[src/rtl/apjb_pkg.sv]
// apjb_pkg: shared types and constants of the audio playout jitter buffer
// used by the controller, datapath, top level and port checker; no dependencies

package apjb_pkg;

  // opcodes of a request
  localparam logic [1:0] OP_PUSH  = 2'd0;
  localparam logic [1:0] OP_TICK  = 2'd1;
  localparam logic [1:0] OP_FLUSH = 2'd2;
  localparam logic [1:0] OP_NOP   = 2'd3;

  // configuration register indexes
  localparam logic [1:0] CFG_BLOCK  = 2'd0;
  localparam logic [1:0] CFG_PREBUF = 2'd1;
  localparam logic [1:0] CFG_CHAN   = 2'd2;
  localparam logic [1:0] CFG_INT16  = 2'd3;

  localparam int CFG_IDX_W  = 2;
  localparam int CFG_DATA_W = 11;
  localparam int BLK_W      = 7;
  localparam int PREBUF_W   = 11;
  localparam int CHAN_W     = 4;
  localparam int FREE_W     = 16;
  localparam int SAMPLE_W   = 24;
  localparam int UNDER_W    = 5;
  localparam int UNDERRUN_LIMIT = 25;

  localparam int FRAC_W      = 22;
  localparam int PROD_W      = 40;
  localparam int CLAMP_MAG   = 1 << FRAC_W;
  localparam int ROUND_BIAS  = (1 << FRAC_W) - 1;
  localparam int INT16_SCALE = 32767;

  localparam logic [BLK_W-1:0]    BLOCK_RST  = 7'd32;
  localparam logic [PREBUF_W-1:0] PREBUF_RST = 11'd256;
  localparam logic [CHAN_W-1:0]   CHAN_RST   = 4'd1;

  typedef struct packed {
    logic             push_acc;
    logic             push_wr;
    logic             flush;
    logic             low_space;
    logic             emit;
    logic [BLK_W-1:0] idx;
    logic             last;
    logic             silent;
  } apjb_cmd_t;

  typedef struct packed {
    logic             running;
    logic             space_low;
    logic             fill_short;
    logic [BLK_W-1:0] blk;
  } apjb_stat_t;

  typedef struct packed {
    logic valid;
    logic last;
    logic silent;
  } apjb_meta_t;

endpackage

[src/rtl/apjb_ctrl.sv]
// apjb_ctrl: request sequencer of the jitter buffer, drives the datapath commands
// depends on apjb_pkg

module apjb_ctrl import apjb_pkg::*; (
  input  logic        clk_i,
  input  logic        rst_ni,
  input  logic        start_i,
  input  logic [1:0]  opcode_i,
  input  logic        sink_suspended_i,
  input  apjb_stat_t  stat_i,
  output logic        busy_o,
  output apjb_cmd_t   cmd_o
);

  localparam logic [1:0] S_IDLE  = 2'd0;
  localparam logic [1:0] S_WRITE = 2'd1;
  localparam logic [1:0] S_EMIT  = 2'd2;

  logic [1:0]       state_q, state_d;
  logic [BLK_W-1:0] idx_q, idx_d;
  logic             silent_q, silent_d;
  logic             acc;
  logic             last;

  assign busy_o = (state_q != S_IDLE);
  assign acc    = start_i & ~busy_o;
  assign last   = (idx_q == BLK_W'(stat_i.blk - BLK_W'(1)));

  always_comb begin
    state_d  = state_q;
    idx_d    = idx_q;
    silent_d = silent_q;
    cmd_o    = '0;
    case (state_q)
      S_IDLE: begin
        if (acc) begin
          case (opcode_i)
            OP_PUSH: begin
              cmd_o.push_acc = 1'b1;
              state_d        = S_WRITE;
            end
            OP_FLUSH: begin
              cmd_o.flush = 1'b1;
            end
            OP_TICK: begin
              if (stat_i.running && !sink_suspended_i) begin
                if (stat_i.space_low) begin
                  cmd_o.low_space = 1'b1;
                end else begin
                  state_d  = S_EMIT;
                  idx_d    = '0;
                  silent_d = stat_i.fill_short;
                end
              end
            end
            default: begin
            end
          endcase
        end
      end
      S_WRITE: begin
        cmd_o.push_wr = 1'b1;
        state_d       = S_IDLE;
      end
      S_EMIT: begin
        cmd_o.emit   = 1'b1;
        cmd_o.idx    = idx_q;
        cmd_o.last   = last;
        cmd_o.silent = silent_q;
        if (last) begin
          state_d = S_IDLE;
        end else begin
          idx_d = BLK_W'(idx_q + BLK_W'(1));
        end
      end
      default: begin
        state_d = S_IDLE;
      end
    endcase
  end

  always_ff @(posedge clk_i or negedge rst_ni) begin
    if (!rst_ni) begin
      state_q  <= S_IDLE;
      idx_q    <= '0;
      silent_q <= 1'b0;
    end else begin
      state_q  <= state_d;
      idx_q    <= idx_d;
      silent_q <= silent_d;
    end
  end

endmodule

[config.mk]
export PLATFORM = sky130hd
export DESIGN_NAME = apjb_ctrl
export DESIGN_NICKNAME = d
export VERILOG_FILES = /design/src/rtl/apjb_pkg.sv /design/src/rtl/apjb_ctrl.sv
export SDC_FILE = /design/constraint.sdc
export NUM_CORES = 1
export LEC_CHECK = 0
export ABC_AREA = 1
export BUFFER_PORTS_ARGS = -buffer_cell sky130_fd_sc_hd__buf_2
export CAP_MARGIN = 40
export CORE_MARGIN = 2
export CORE_UTILIZATION = 49
export CTS_BUF_LIST = sky130_fd_sc_hd__clkbuf_16
export CTS_CLUSTER_DIAMETER = 80
export DETAILED_ROUTE_END_ITERATION = 8
export PLACE_DENSITY = 0.88
export SETUP_SLACK_MARGIN = 0.02
export SLEW_MARGIN = 15
export SYNTH_ARGS = -nofsm -noshare
export SYNTH_HDL_FRONTEND = slang
export SYNTH_SLANG_ARGS = --single-unit
[constraint.sdc]
create_clock -name clk_i -period 1.5 [get_ports clk_i]
set_clock_uncertainty 0.05 [all_clocks]
set_input_delay 0.075 -clock clk_i [delete_from_list [all_inputs] [get_ports clk_i]]
set_output_delay 0.075 -clock clk_i [all_outputs]
set_load 0.02 [all_outputs]
== Yosys cells after proc, flatten, opt, wreduce, memory -nomap -nowiden ==
Index checks and enable logic that the tools add are counted.
Cells by class
  add/sub/neg operators: 2
  equal/unequal tests: 14
  mux-type cells: 23
  bitwise operators: 3
  reduce and logical (&&, ||, !) cells: 9
Operator list (number)
  $mux 7: 5
  $pmux 7 s2: 1
  $mux 2: 6
  $mux 10: 1
  $ne 2x2->1 const B: 5
  $reduce_and 5->1: 2
  $mux 1: 8
  $pmux 2 s2: 2
  $add 7x1->7 const B: 1
  $eq 7x7->1: 1
  $sub 7x1->7 const B: 1
  $ne 3x3->1 const B: 2
  $reduce_and 6->1: 1
  $eq 2x1->1 const B: 2
  $eq 2x2->1 const B: 2
  $logic_not 2->1: 2
  $reduce_bool 2->1: 2
  $ne 3x1->1 const B: 1
  $ne 2x1->1 const B: 1
  $not 1->1: 2
  $and 1x1->1: 1
  $logic_and 1x1->1: 1
  $logic_not 1->1: 1
Word-level totals
  bits in registers: 10
  input bits: 16
  output and inout port bits: 15
  logic and storage cells: 54

== Longest topological paths before layout ==
Gate-level depths: netlist of run 1.
  depth after elaboration: 6
  depth in mapped cells: 13
  depth with buffers taken out: 13

== Worst setup path before layout of run 1 ==
Ideal clock, no wire load.
  path kind: register -> register
  start point: register state_q[0]
  end point: register idx_q[6]
  setup time: 0.065 ns
  arrival: 1.402 ns
  data required time: 1.385 ns
  slack: -0.017 ns
  stages on the path, launching flop included: 8
  path buffers: 0
  clock period less this slack: 1.517 ns
  cell sequence: dfrtp_1 -> nor2_4 -> inv_2 -> nor2_1 -> a21oi_1 -> nor2_1 -> nand3_1 -> nand2_1
Between the ends
  longest elaborated chain between the ends: 5
  elaborated cells on any way between the ends: 13
  those cells by class: eq/ne: 6; mux: 1; bitwise: 2; reduce/logical: 4
Ends and longest elaborated chain
  from (decl): line apjb_ctrl.sv:19  | logic [1:0] state_q, state_d;
  from (signal assigned): line apjb_ctrl.sv:88  | state_q <= state_d;
  $reduce_bool 2->1: line apjb_ctrl.sv:25  | assign busy_o = (state_q != S_IDLE);
  $not 1->1: line apjb_ctrl.sv:26  | assign acc = start_i & ~busy_o;
  $and 1x1->1: line apjb_ctrl.sv:26
  $ne 2x2->1 (no source line)
  $reduce_and 6->1 (no source line)
  to (signal assigned): line apjb_ctrl.sv:89  | idx_q <= idx_d;
  to (decl): line apjb_ctrl.sv:20  | logic [BLK_W-1:0] idx_q, idx_d;
Parallel ways exist; a longest one is shown, timed or not.
A chain may end at the register's enable or synchronous reset.

==> results of run 1 <==
-- cell families (layout without fill, tap and decap cells) --
kind of cell / Yosys count / count (layout) / share of synthesized area
AND/OR/NAND/NOR: 104 / 104 / 0.5198
buffers and inverters: 29 / 83 / 0.1204
flip-flops: 10 / 10 / 0.2736
XOR/XNOR: 4 / 4 / 0.03831
AO/OA/AOI/OAI: 3 / 3 / 0.02052
adder cells (fa/ha/maj): 2 / 2 / 0.02736
-- through the flow --
step	std cells	utilization	instance area [sq um]	hold WS [ns]
finish	231	0.8122	1418	0.03964
global placement	211	0.6516	1137	-0.1067
global route	231	0.8122	1418	0.05020
CTS	223	0.7498	1309	0.04100
floorplan	152	-	923.4	-0.2706
detailed placement	211	0.6516	1137	-0.1017
-- final timing paths --
kind,startpoint,to,slack (ns),depth (start not counted)
max,idx_q[1]$_DFFE_PN0P_,cmd_o[1],-0.11,10
min,stat_i[7],silent_q$_DFFE_PN0P_,0.04,3
max reg2reg,idx_q[1]$_DFFE_PN0P_,idx_q[6]$_DFFE_PN0P_,-0.11,12
min reg2reg,silent_q$_DFFE_PN0P_,silent_q$_DFFE_PN0P_,0.49,2
max in group asynchronous,rst_ni,state_q[0]$_DFFE_PN0P_,0.99,2
min in group asynchronous,rst_ni,idx_q[2]$_DFFE_PN0P_,0.19,2
-- repair_timing --
action                     in CTS  in global routing
gates resized for setup         6                 17
setup endpoints to repair       2                 12
pin swaps                       4                  7
setup buffers                   6                  8
hold buffers                    3                  0
hold endpoints to repair       11                  0
-- registers in the layout (all words and copies together), names as in the netlist --
register and cells:
silent_q 1, state_q 2, idx_q 7
-- area by class of cell --
| type | count | area [sq um] |
|---|---|---|
| repair buffers | 52 | 331.6 |
| flip-flops and latches | 10 | 251.5 |
| inverters | 28 | 105.1 |
| multi-input cells | 113 | 623.1 |
| well taps | 25 | 31.28 |
| fillers | 133 | 327.8 |
| clock buffers | 3 | 75.07 |
-- metal layers --
| metal | vias to the layer above | global-route usage | routed length (um) |
|---|---|---|---|
| met5 | - | 0 | 0 |
| met4 | 0 | 0.09444 | 81 |
| li1 | 565 | - | - |
| met1 | 545 | 0.3019 | 1236 |
| met2 | 64 | 0.4603 | 1570 |
| met3 | 12 | 0.04615 | 230 |
-- power breakdown --
group	switching, mW	total, mW	leakage (nW)	internal [mW]
clock	0.128	0.474	0.0370	0.346
combinational	0.527	0.902	0.642	0.374
sequential	0.0813	0.416	0.129	0.335
total	0.736	1.79	0.808	1.06
-- synthesized netlist by cell type, drive strengths merged, types with 2 or more instances --
cell type / number / area share
inv: 28 / 0.11
nor2: 31 / 0.15
xor2: 3 / 0.029
nand2: 51 / 0.23
nand3: 14 / 0.090
a21oi: 2 / 0.011
nor3: 5 / 0.027
dfrtp: 10 / 0.27
ha: 2 / 0.027
-- worst min-delay path, delay by kind of cell --
family                 cells  cell delay (ns)
buffers and inverters      1             0.07
AND/OR/NAND/NOR            1             0.03
AO/OA/AOI/OAI              1             0.10
==> impl_metrics.toml, run 1 <==
[clock_network]
cell_at_the_root_of_the_clock_tree = "sky130_fd_sc_hd__clkbuf_16"
cts-buffers-inserted = 3
cts.clk_slew.worst_paths_ns = 0.04
worst_skew_pair.late_latency_ns = 0.24
cts_tree = "built"
cts.htree.levels = 1
cts.sink_count = 10
clockBufferDepth = 2

[sta]
hold_viol = 0
max_freq_ghz = 0.6196
finalWorstPathRequiredPeriod_ns = 1.614
min_period_over_period = 1.076
setup-tns-final_ns = -0.6816
worst_slew_margin_rel = 0.8142
drv_slew = 0
max_slew.worst_pin.slew_ns = 0.2765
setup_viol = 9
grt_setup_unrepaired = "yes"
finalWorstSetupSlack_ns = -0.1139

[global_route]
grt-ovfl-total = 0
maximum_number_of_pins_on_one_net_before_global_route_repair = 13
antenna_found_initial = 0
grtUsageTotal = 0.2561
grt_first_pass_wirelength_um = 4022
grt_pass1_vias = 995

[worst_setup_path]
cp_data_arrival_time_ns = 1.49
timing.critical_path.from_type = "flop"
critPathTopFamily = "simple AND/OR/NAND/NOR gates"
worst_path_max_delay_cell = "sky130_fd_sc_hd__dfrtp_1"
cpPeakStageDelay_ns = 0.41
cp.required_ns = 1.37
path_common_cell = "sky130_fd_sc_hd__nand2_1"
timing.setup.critical_path_class = "reg -> out"
timing.critical_path.to_type = "primary output"
path_max_fanout = 4
cp_num_buf_inv = 3
path_cells = "nand2_1 -> inv_1 -> nor2_1 -> nand2_1 -> nor2_2 -> nand2_2 -> nor2_4 -> nand3_4 -> inv_2 -> buf_6"

[yosys]
synth.yosys.seq_area_share = 0.2736
yosys_warnings = 0
syn-cell-area_sq_um = 914.6
post_synth_inst_count = 152
async_reset_ff_frac = 1.000
synth_seq_cells = 10
synth_area_per_cell_sq_um = 6.017
synth_edf_count = 0
synth_fp_nets = 170
count_of_unique_library_cells_instantiated_by_yosys = 21
postSynth.topFlopCell = "sky130_fd_sc_hd__dfrtp_1"

[power]
vdd_drop_max_v = 0.0009618
leakage_nw = 0.8082
p_total_mw = 1.792
powerDensity_nw_per_um2 = 1264

[layout]
area_growth_pct = 54.99
layout_cell_share_with_drive_strength_beyond_1 = 0.4078
layout.cells.most_common_list = "44 x sky130_fd_sc_hd__nand2_1, 28 x sky130_fd_sc_hd__buf_2, 23 x sky130_fd_sc_hd__nor2_1, 20 x sky130_fd_sc_hd__buf_4, 18 x sky130_fd_sc_hd__inv_1"
final_common_cell = "sky130_fd_sc_hd__nand2_1"
finish.net_count = 226
diodes = 0

[floorplanning]
floorplan.initialDensity = 0.5240
die_width_um = 47.21
number_of_placement_rows = 15
die_height_um = 47.21
design.die.area_sq_um = 2228
core_sq_um = 1745
ioPinCount = 31

[detailed_routing]
drt_wl_total_um = 3119
post-route-drc-count = 0
dr_total_vias = 1186
dr.first_iter.drc_count = 49
route.detailed.vias_per_inst = 5.134
route.detailed.wl_per_inst_um = 13.50
postRouteAntennaNets = 0
drt-pass1-iter-count = 4

[outcome]
violations = "negative setup slack"
result_of_the_run = "finished with violations"

[place]
port-buffer-count = 30
post-place-ws_ns = -0.02460
gp_routability_congestion = 0.8767
dp_hpwl_um = 1733

[hold_path]
min-delay-path-class = "in -> reg"

[job]
max_cap_viol_count = 0
Power figures use the tool's default switching activity.
==> run 2, diff against run 1 <==
Settings changed: HOLD_SLACK_MARGIN set to 0.1.
==> impl_metrics.toml, run 2 (same netlist as run 1, synthesis figures left out) <==
[worst_setup_path]
critPathTopFamily = "simple AND/OR/NAND/NOR gates"
timing.setup.critical_path_class = "reg -> out"
cp_data_arrival_time_ns = 1.49
path_cells = "nand2_1 -> inv_1 -> nor2_1 -> nand2_1 -> nor2_2 -> nand2_2 -> nor2_4 -> nand3_4 -> inv_2 -> buf_6"
path_max_fanout = 4
timing.critical_path.from_type = "flop"
cpPeakStageDelay_ns = 0.41
cp.required_ns = 1.37
path_common_cell = "sky130_fd_sc_hd__nand2_1"
timing.critical_path.to_type = "primary output"
worst_path_max_delay_cell = "sky130_fd_sc_hd__dfrtp_1"
cp_num_buf_inv = 3

[outcome]
result_of_the_run = "finished with violations"
violations = "negative setup slack"

[global_route]
maximum_number_of_pins_on_one_net_before_global_route_repair = 13
grt_pass1_vias = 1016
antenna_found_initial = 0
grt_first_pass_wirelength_um = 4064
grtUsageTotal = 0.2593
grt-ovfl-total = 0

[sta]
hold_ws_ns = 0.07695
max_freq_ghz = 0.6195
setup_viol = 9
grt_setup_unrepaired = "yes"
max_slew.worst_pin.slew_ns = 0.3041
drv_slew = 0
min_period_over_period = 1.076
finalWorstPathRequiredPeriod_ns = 1.614
finalWorstSetupSlack_ns = -0.1143
worst_slew_margin_rel = 0.7957
hold_viol = 0

[floorplanning]
core_sq_um = 1745
ioPinCount = 31
design.die.area_sq_um = 2228
floorplan.initialDensity = 0.5240
die_width_um = 47.21
number_of_placement_rows = 15
die_height_um = 47.21

[power]
powerDensity_nw_per_um2 = 1249
power.share.sequential = 0.234
vdd_drop_max_v = 0.0009642
power.share.switching = 0.4089
pwr-share-clk = 0.264
power.internal_mw = 1.054
leakage_nw = 0.8124
p_total_mw = 1.784
power.net_switching_uw = 729.3
power.share.combinational = 0.503

[layout]
diodes = 0
layout_cell_share_with_drive_strength_beyond_1 = 0.4058
largest_registers = "idx_q (7), state_q (2), silent_q (1)"
final_common_cell = "sky130_fd_sc_hd__nand2_1"
finish.net_count = 227
multi_input_comb_area_sq_um = 623.1
filler_cell_count = 129
max_flop_register = "idx_q"
layout.cells.most_common_list = "44 x sky130_fd_sc_hd__nand2_1, 28 x sky130_fd_sc_hd__buf_2, 23 x sky130_fd_sc_hd__nor2_1, 20 x sky130_fd_sc_hd__buf_4, 18 x sky130_fd_sc_hd__inv_1"
largest_reg_flops = 7
regArea_sq_um = 251.5
area_growth_pct = 56.09

[clock_network]
cts-buffers-inserted = 3
cts_tree = "built"
cts.sink_count = 10
worst_skew_pair.late_latency_ns = 0.24
cell_at_the_root_of_the_clock_tree = "sky130_fd_sc_hd__clkbuf_16"
clockBufferDepth = 2
cts.clk_slew.worst_paths_ns = 0.04
cts.htree.levels = 1

[place]
port-buffer-count = 30
dp_hpwl_um = 1733
gp_routability_congestion = 0.8767

[detailed_routing]
route.detailed.wl_per_inst_um = 13.40
postRouteAntennaNets = 0
drt_wl_total_um = 3109
dr_total_vias = 1203
dr.first_iter.drc_count = 64
post-route-drc-count = 0
drt-pass1-iter-count = 5
route.detailed.vias_per_inst = 5.185

[hold_path]
min-delay-path-class = "in -> reg"

[job]
max_cap_viol_count = 0
-- run 2: cell types whose count changed in the layout (fill, tap and decap cells not counted), sizes merged --
cell	delta
dlygate4sd3	+1
-- run 2: worst register-to-register path, delay by kind of cell, from the launching register on --
kind / cells / cell delay [ns]
and+or+nand+nor: 10 / 0.84
DFF: 1 / 0.41
buffers and inverters: 2 / 0.21
-- run 2: repair_timing --
| item | CTS | global route |
|---|---|---|
| resized for setup | 6 | 17 |
| hold buffers | 4 | 0 |
| endpoints found under the hold margin | 12 | 0 |
| pin swaps | 4 | 7 |
| setup buffers | 6 | 8 |
| endpoints found under the setup margin | 2 | 12 |
-- run 2: cell type report --
class / count / area share
Multi-Input combinational cell: 113 / 0.4365
Timing Repair Buffer: 53 / 0.2393
Sequential cell: 10 / 0.1762
Inverter: 28 / 0.07362
Clock buffer: 3 / 0.05259
Tap cell: 25 / 0.02191
-- run 2: final timing paths --
kind | cells past startpoint | from | endpoint | slack (ns)
hold reg to reg | 2 | silent_q$_DFFE_PN0P_ | silent_q$_DFFE_PN0P_ | 0.49
setup reg to reg | 12 | idx_q[1]$_DFFE_PN0P_ | idx_q[0]$_DFFE_PN0P_ | -0.08
setup / recovery | 10 | idx_q[1]$_DFFE_PN0P_ | cmd_o[1] | -0.11
min in group asynchronous | 2 | rst_ni | idx_q[2]$_DFFE_PN0P_ | 0.20
hold / removal | 3 | start_i | state_q[0]$_DFFE_PN0P_ | 0.08
max in group asynchronous | 2 | rst_ni | state_q[0]$_DFFE_PN0P_ | 0.99
-- run 2: power groups by stage --
stage | sequential [mW] | combinational, mW | clock [mW]
after floorplan | 0.394 | 0.454 | 0
after global placement | 0.406 | 0.611 | 0
after detailed placement | 0.406 | 0.632 | 0
after CTS | 0.407 | 0.725 | 0.467
after global routing | 0.425 | 0.965 | 0.485
final | 0.417 | 0.896 | 0.470
-- run 2: metrics by stage --
| stage | setup TNS [ns] | setup WS (ns) | cell area [sq um] | instances | util |
|---|---|---|---|---|---|
| detailed placement | -0.1438 | -0.02460 | 1137 | 211 | 0.6516 |
| floorplan | 0 | 0.02103 | 923.4 | 152 | - |
| global placement | 0 | 0.01807 | 1137 | 211 | 0.6516 |
| global route | -1.454 | -0.1869 | 1428 | 232 | 0.8179 |
| finish | -0.5934 | -0.1143 | 1428 | 232 | 0.8179 |
| CTS | -0.1583 | -0.07707 | 1319 | 224 | 0.7556 |
-- run 2: per-layer routing --
metal | global-route usage | part of all wire | up-vias
met5 | 0 | 0 | -
met4 | 0.1000 | 0.030 | 0
met3 | 0.04615 | 0.083 | 14
met2 | 0.4712 | 0.51 | 80
met1 | 0.2995 | 0.38 | 545
li1 | - | - | 564
==> run 3, diff against run 2 <==
Settings changed: ABC_AREA 1 to not set, BUFFER_PORTS_ARGS -buffer_cell sky130_fd_sc_hd__buf_2 to not set, CORE_UTILIZATION 49 to 50, DONT_BUFFER_PORTS set to 1, PLACE_DENSITY 0.88 to 0.75.
==> impl_metrics.toml, run 3 <==
[power]
power.share.switching = 0.3029
powerDensity_nw_per_um2 = 1086
pwr-share-clk = 0.363
power.net_switching_uw = 392.6
power.share.combinational = 0.347
p_total_mw = 1.296
power.internal_uw = 903.5
leakage_nw = 0.6244
vdd_drop_max_v = 0.0009501
power.share.sequential = 0.290

[yosys]
synth_area_per_cell_sq_um = 8.650
synth_top_area_cell = "sky130_fd_sc_hd__dfrtp_1"
async_reset_ff_frac = 1.000
count_of_unique_library_cells_instantiated_by_yosys = 33
synth_common_cells = "11 x sky130_fd_sc_hd__nand2_1, 10 x sky130_fd_sc_hd__dfrtp_1, 8 x sky130_fd_sc_hd__and2_1"
yosys.cell_count.top_type = "sky130_fd_sc_hd__nand2_1"
synth_xor_xnor_area_share = 0.09434
yosys_warnings = 0
post_synth_inst_count = 92
syn-cell-area_sq_um = 795.8
synth.yosys.seq_area_share = 0.3145
synth_compound_gate_area_share = 0.08491
postSynth.topFlopCell = "sky130_fd_sc_hd__dfrtp_1"
synthMuxAreaShare = 0.08962
synthAdderAreaFrac = 0.03145
synth_seq_cells = 10
netlist_top_cells_area = "sky130_fd_sc_hd__dfrtp_1 31%, sky130_fd_sc_hd__mux2i_1 7.5%, sky130_fd_sc_hd__and2_1 6.3%, sky130_fd_sc_hd__nand2_1 5.2%, sky130_fd_sc_hd__xor2_1 4.4%"
synth_edf_count = 0
simple_gate_share_of_the_synthesized_area = 0.3522
dominant_combinational_cell_family_by_area_after_synthesis = "simple AND/OR/NAND/NOR gates"
synth_top_area_share = 0.3145
synth_fp_nets = 110

[sta]
setup_viol = 9
setup-tns-final_ns = -3.966
worst_slew_margin_rel = 0.6859
max_slew.worst_pin.slew_ns = 0.4697
min_period_over_period = 1.363
finalWorstPathRequiredPeriod_ns = 2.045
hold_viol = 0
drv_slew = 0
finalWorstSetupSlack_ns = -0.5449
grt_setup_unrepaired = "yes"
max_freq_ghz = 0.4890

[layout]
area_growth_pct = 50.00
largest_reg_flops = 7
diodes = 0
final_common_cell = "sky130_fd_sc_hd__buf_4"
multi_input_comb_area_sq_um = 595.6
finish.net_count = 140
filler_cell_count = 97
fin_cells = 137
final_cell_area_sq_um = 1194
regArea_sq_um = 250.2
largest_registers = "idx_q (7), state_q (2), silent_q (1)"
max_flop_register = "idx_q"
layout_cell_share_with_drive_strength_beyond_1 = 0.3884
layout.cells.most_common_list = "20 x sky130_fd_sc_hd__buf_4, 10 x sky130_fd_sc_hd__dfrtp_1, 9 x sky130_fd_sc_hd__and2_4, 9 x sky130_fd_sc_hd__nand2_1, 6 x sky130_fd_sc_hd__mux2i_1"

[floorplanning]
die_width_um = 43.90
ioPinCount = 31
core_sq_um = 1506
die_height_um = 43.90
number_of_placement_rows = 14
floorplan.initialDensity = 0.5282
design.die.area_sq_um = 1927

[clock_network]
cts.sink_count = 10
cts-buffers-inserted = 3
cell_at_the_root_of_the_clock_tree = "sky130_fd_sc_hd__clkbuf_16"
cts.clk_slew.worst_paths_ns = 0.04
worst_skew_pair.late_latency_ns = 0.23
cts.htree.levels = 1
cts_tree = "built"
clockBufferDepth = 2

[detailed_routing]
drt-pass1-iter-count = 4
route.detailed.wl_per_inst_um = 15.77
dr_total_vias = 791
route.detailed.vias_per_inst = 5.774
dr.first_iter.drc_count = 7
postRouteAntennaNets = 0
drt_wl_total_um = 2160
post-route-drc-count = 0

[worst_setup_path]
cpPeakStageDelay_ns = 0.41
timing.setup.critical_path_class = "reg -> out"
cp.required_ns = 1.37
cp_data_arrival_time_ns = 1.92
path_max_fanout = 5
worst_path_max_delay_cell = "sky130_fd_sc_hd__dfrtp_1"
timing.critical_path.to_type = "primary output"
path_cells = "and3_1 -> o41a_1 -> a2111o_1 -> nor3b_2 -> buf_4"
timing.critical_path.from_type = "flop"

[global_route]
gr_util_met1 = 0.2715
grt-ovfl-total = 0
grt_pass1_vias = 760
met3_track_demand_over_resource_in_global_routing = 0.04583
grtUsageTotal = 0.2150
gr-max-usage-layer = "met2"
maximum_number_of_pins_on_one_net_before_global_route_repair = 12
grt_first_pass_wirelength_um = 3111
use_met2 = 0.3676
antenna_found_initial = 0

[place]
dp_hpwl_um = 1375
gp_routability_congestion = 0.7809
port-buffer-count = 0
placed_cell_area_sq_um = 959.7
placedCellCount = 125
post-place-ws_ns = -0.5033

[hold_path]
min-delay-path-class = "in -> reg"

[job]
max_cap_viol_count = 0

[outcome]
violations = "negative setup slack"
result_of_the_run = "finished with violations"
==> run 3: cell types whose count changed in the layout (fill, tap and decap cells not counted), sizes merged, moves of 2 or more <==
cell,previous run,this run
nand2,51,11
buf,49,23
nor2,31,5
inv,28,4
nand3,14,2
and2,0,9
mux2i,0,6
and3,0,5
nand2b,0,3
nand4,0,3
nor2b,0,2
==> run 3: per-layer routing <==
layer | vias to the layer above | part of all wire | wire length [um]
li1 | 380 | - | -
met1 | 381 | 0.41 | 896
met2 | 26 | 0.52 | 1125
met3 | 4 | 0.046 | 100
met4 | 0 | 0.018 | 38
met5 | - | 0 | 0
==> run 3: metrics by stage <==
step / hold slack (ns) / utilization
global placement: -0.2704 / 0.6370
floorplan: -0.2706 / -
global route: 0.1094 / 0.7924
finish: 0.09423 / 0.7924
CTS: 0.1952 / 0.7375
detailed placement: -0.2704 / 0.6370
==> run 3: area by class of cell <==
class,instances,area share
inverter,4,0.01258
timing repair buffer,28,0.1960
multi-input combinational,75,0.4990
clock buffer,3,0.06289
sequential,10,0.2096
clock inverter,1,0.003145
tap,16,0.01677
==> run 3: cell families (layout without fill, tap and decap cells) <==
kind of cell,count (synthesis),count (layout)
DFF,10,10
muxes,7,7
and+or+nand+nor,50,50
adders and majority gates,2,2
xor gates and xnor gates,7,7
buffers and inverters,7,36
AOI/OAI and AO/OA,9,9
==> run 3: final timing paths <==
kind                                      start  depth (start not counted)                     end  slack [ns]
max in group asynchronous                rst_ni                          1  state_q[1]$_DFFE_PN0P_        0.89
hold / removal                      opcode_i[1]                          3    idx_q[1]$_DFFE_PN0P_        0.09
hold reg to reg            silent_q$_DFFE_PN0P_                          1    silent_q$_DFFE_PN0P_        0.47
min in group asynchronous                rst_ni                          1    idx_q[6]$_DFFE_PN0P_        0.18
setup reg to reg           idx_q[5]$_DFFE_PN0P_                          6    idx_q[1]$_DFFE_PN0P_       -0.51
setup / recovery           idx_q[5]$_DFFE_PN0P_                          5                cmd_o[1]       -0.54
==> run 3: power groups by stage <==
stage / registers (mW) / clock network (mW) / logic, mW
final: 0.376 / 0.471 / 0.450
after global routing: 0.379 / 0.490 / 0.505
after CTS: 0.370 / 0.475 / 0.400
after detailed placement: 0.374 / 0 / 0.372
after global placement: 0.369 / 0 / 0.361
after floorplan: 0.388 / 0 / 0.209
==> run 3: repair_timing <==
item	in CTS	in global routing
endpoints found under the setup margin	12	21
hold buffers	5	0
setup buffers	1	2
endpoints found under the hold margin	12	0
resized for setup	8	23
pin swaps	2	7
==> run 3: critical path, delay by kind of cell, from the launching register on <==
family | cells | cell delay, ns
DFF | 1 | 0.41
buffers and inverters | 1 | 0.16
and+or+nand+nor | 2 | 0.36
AOI/OAI and AO/OA | 2 | 0.76
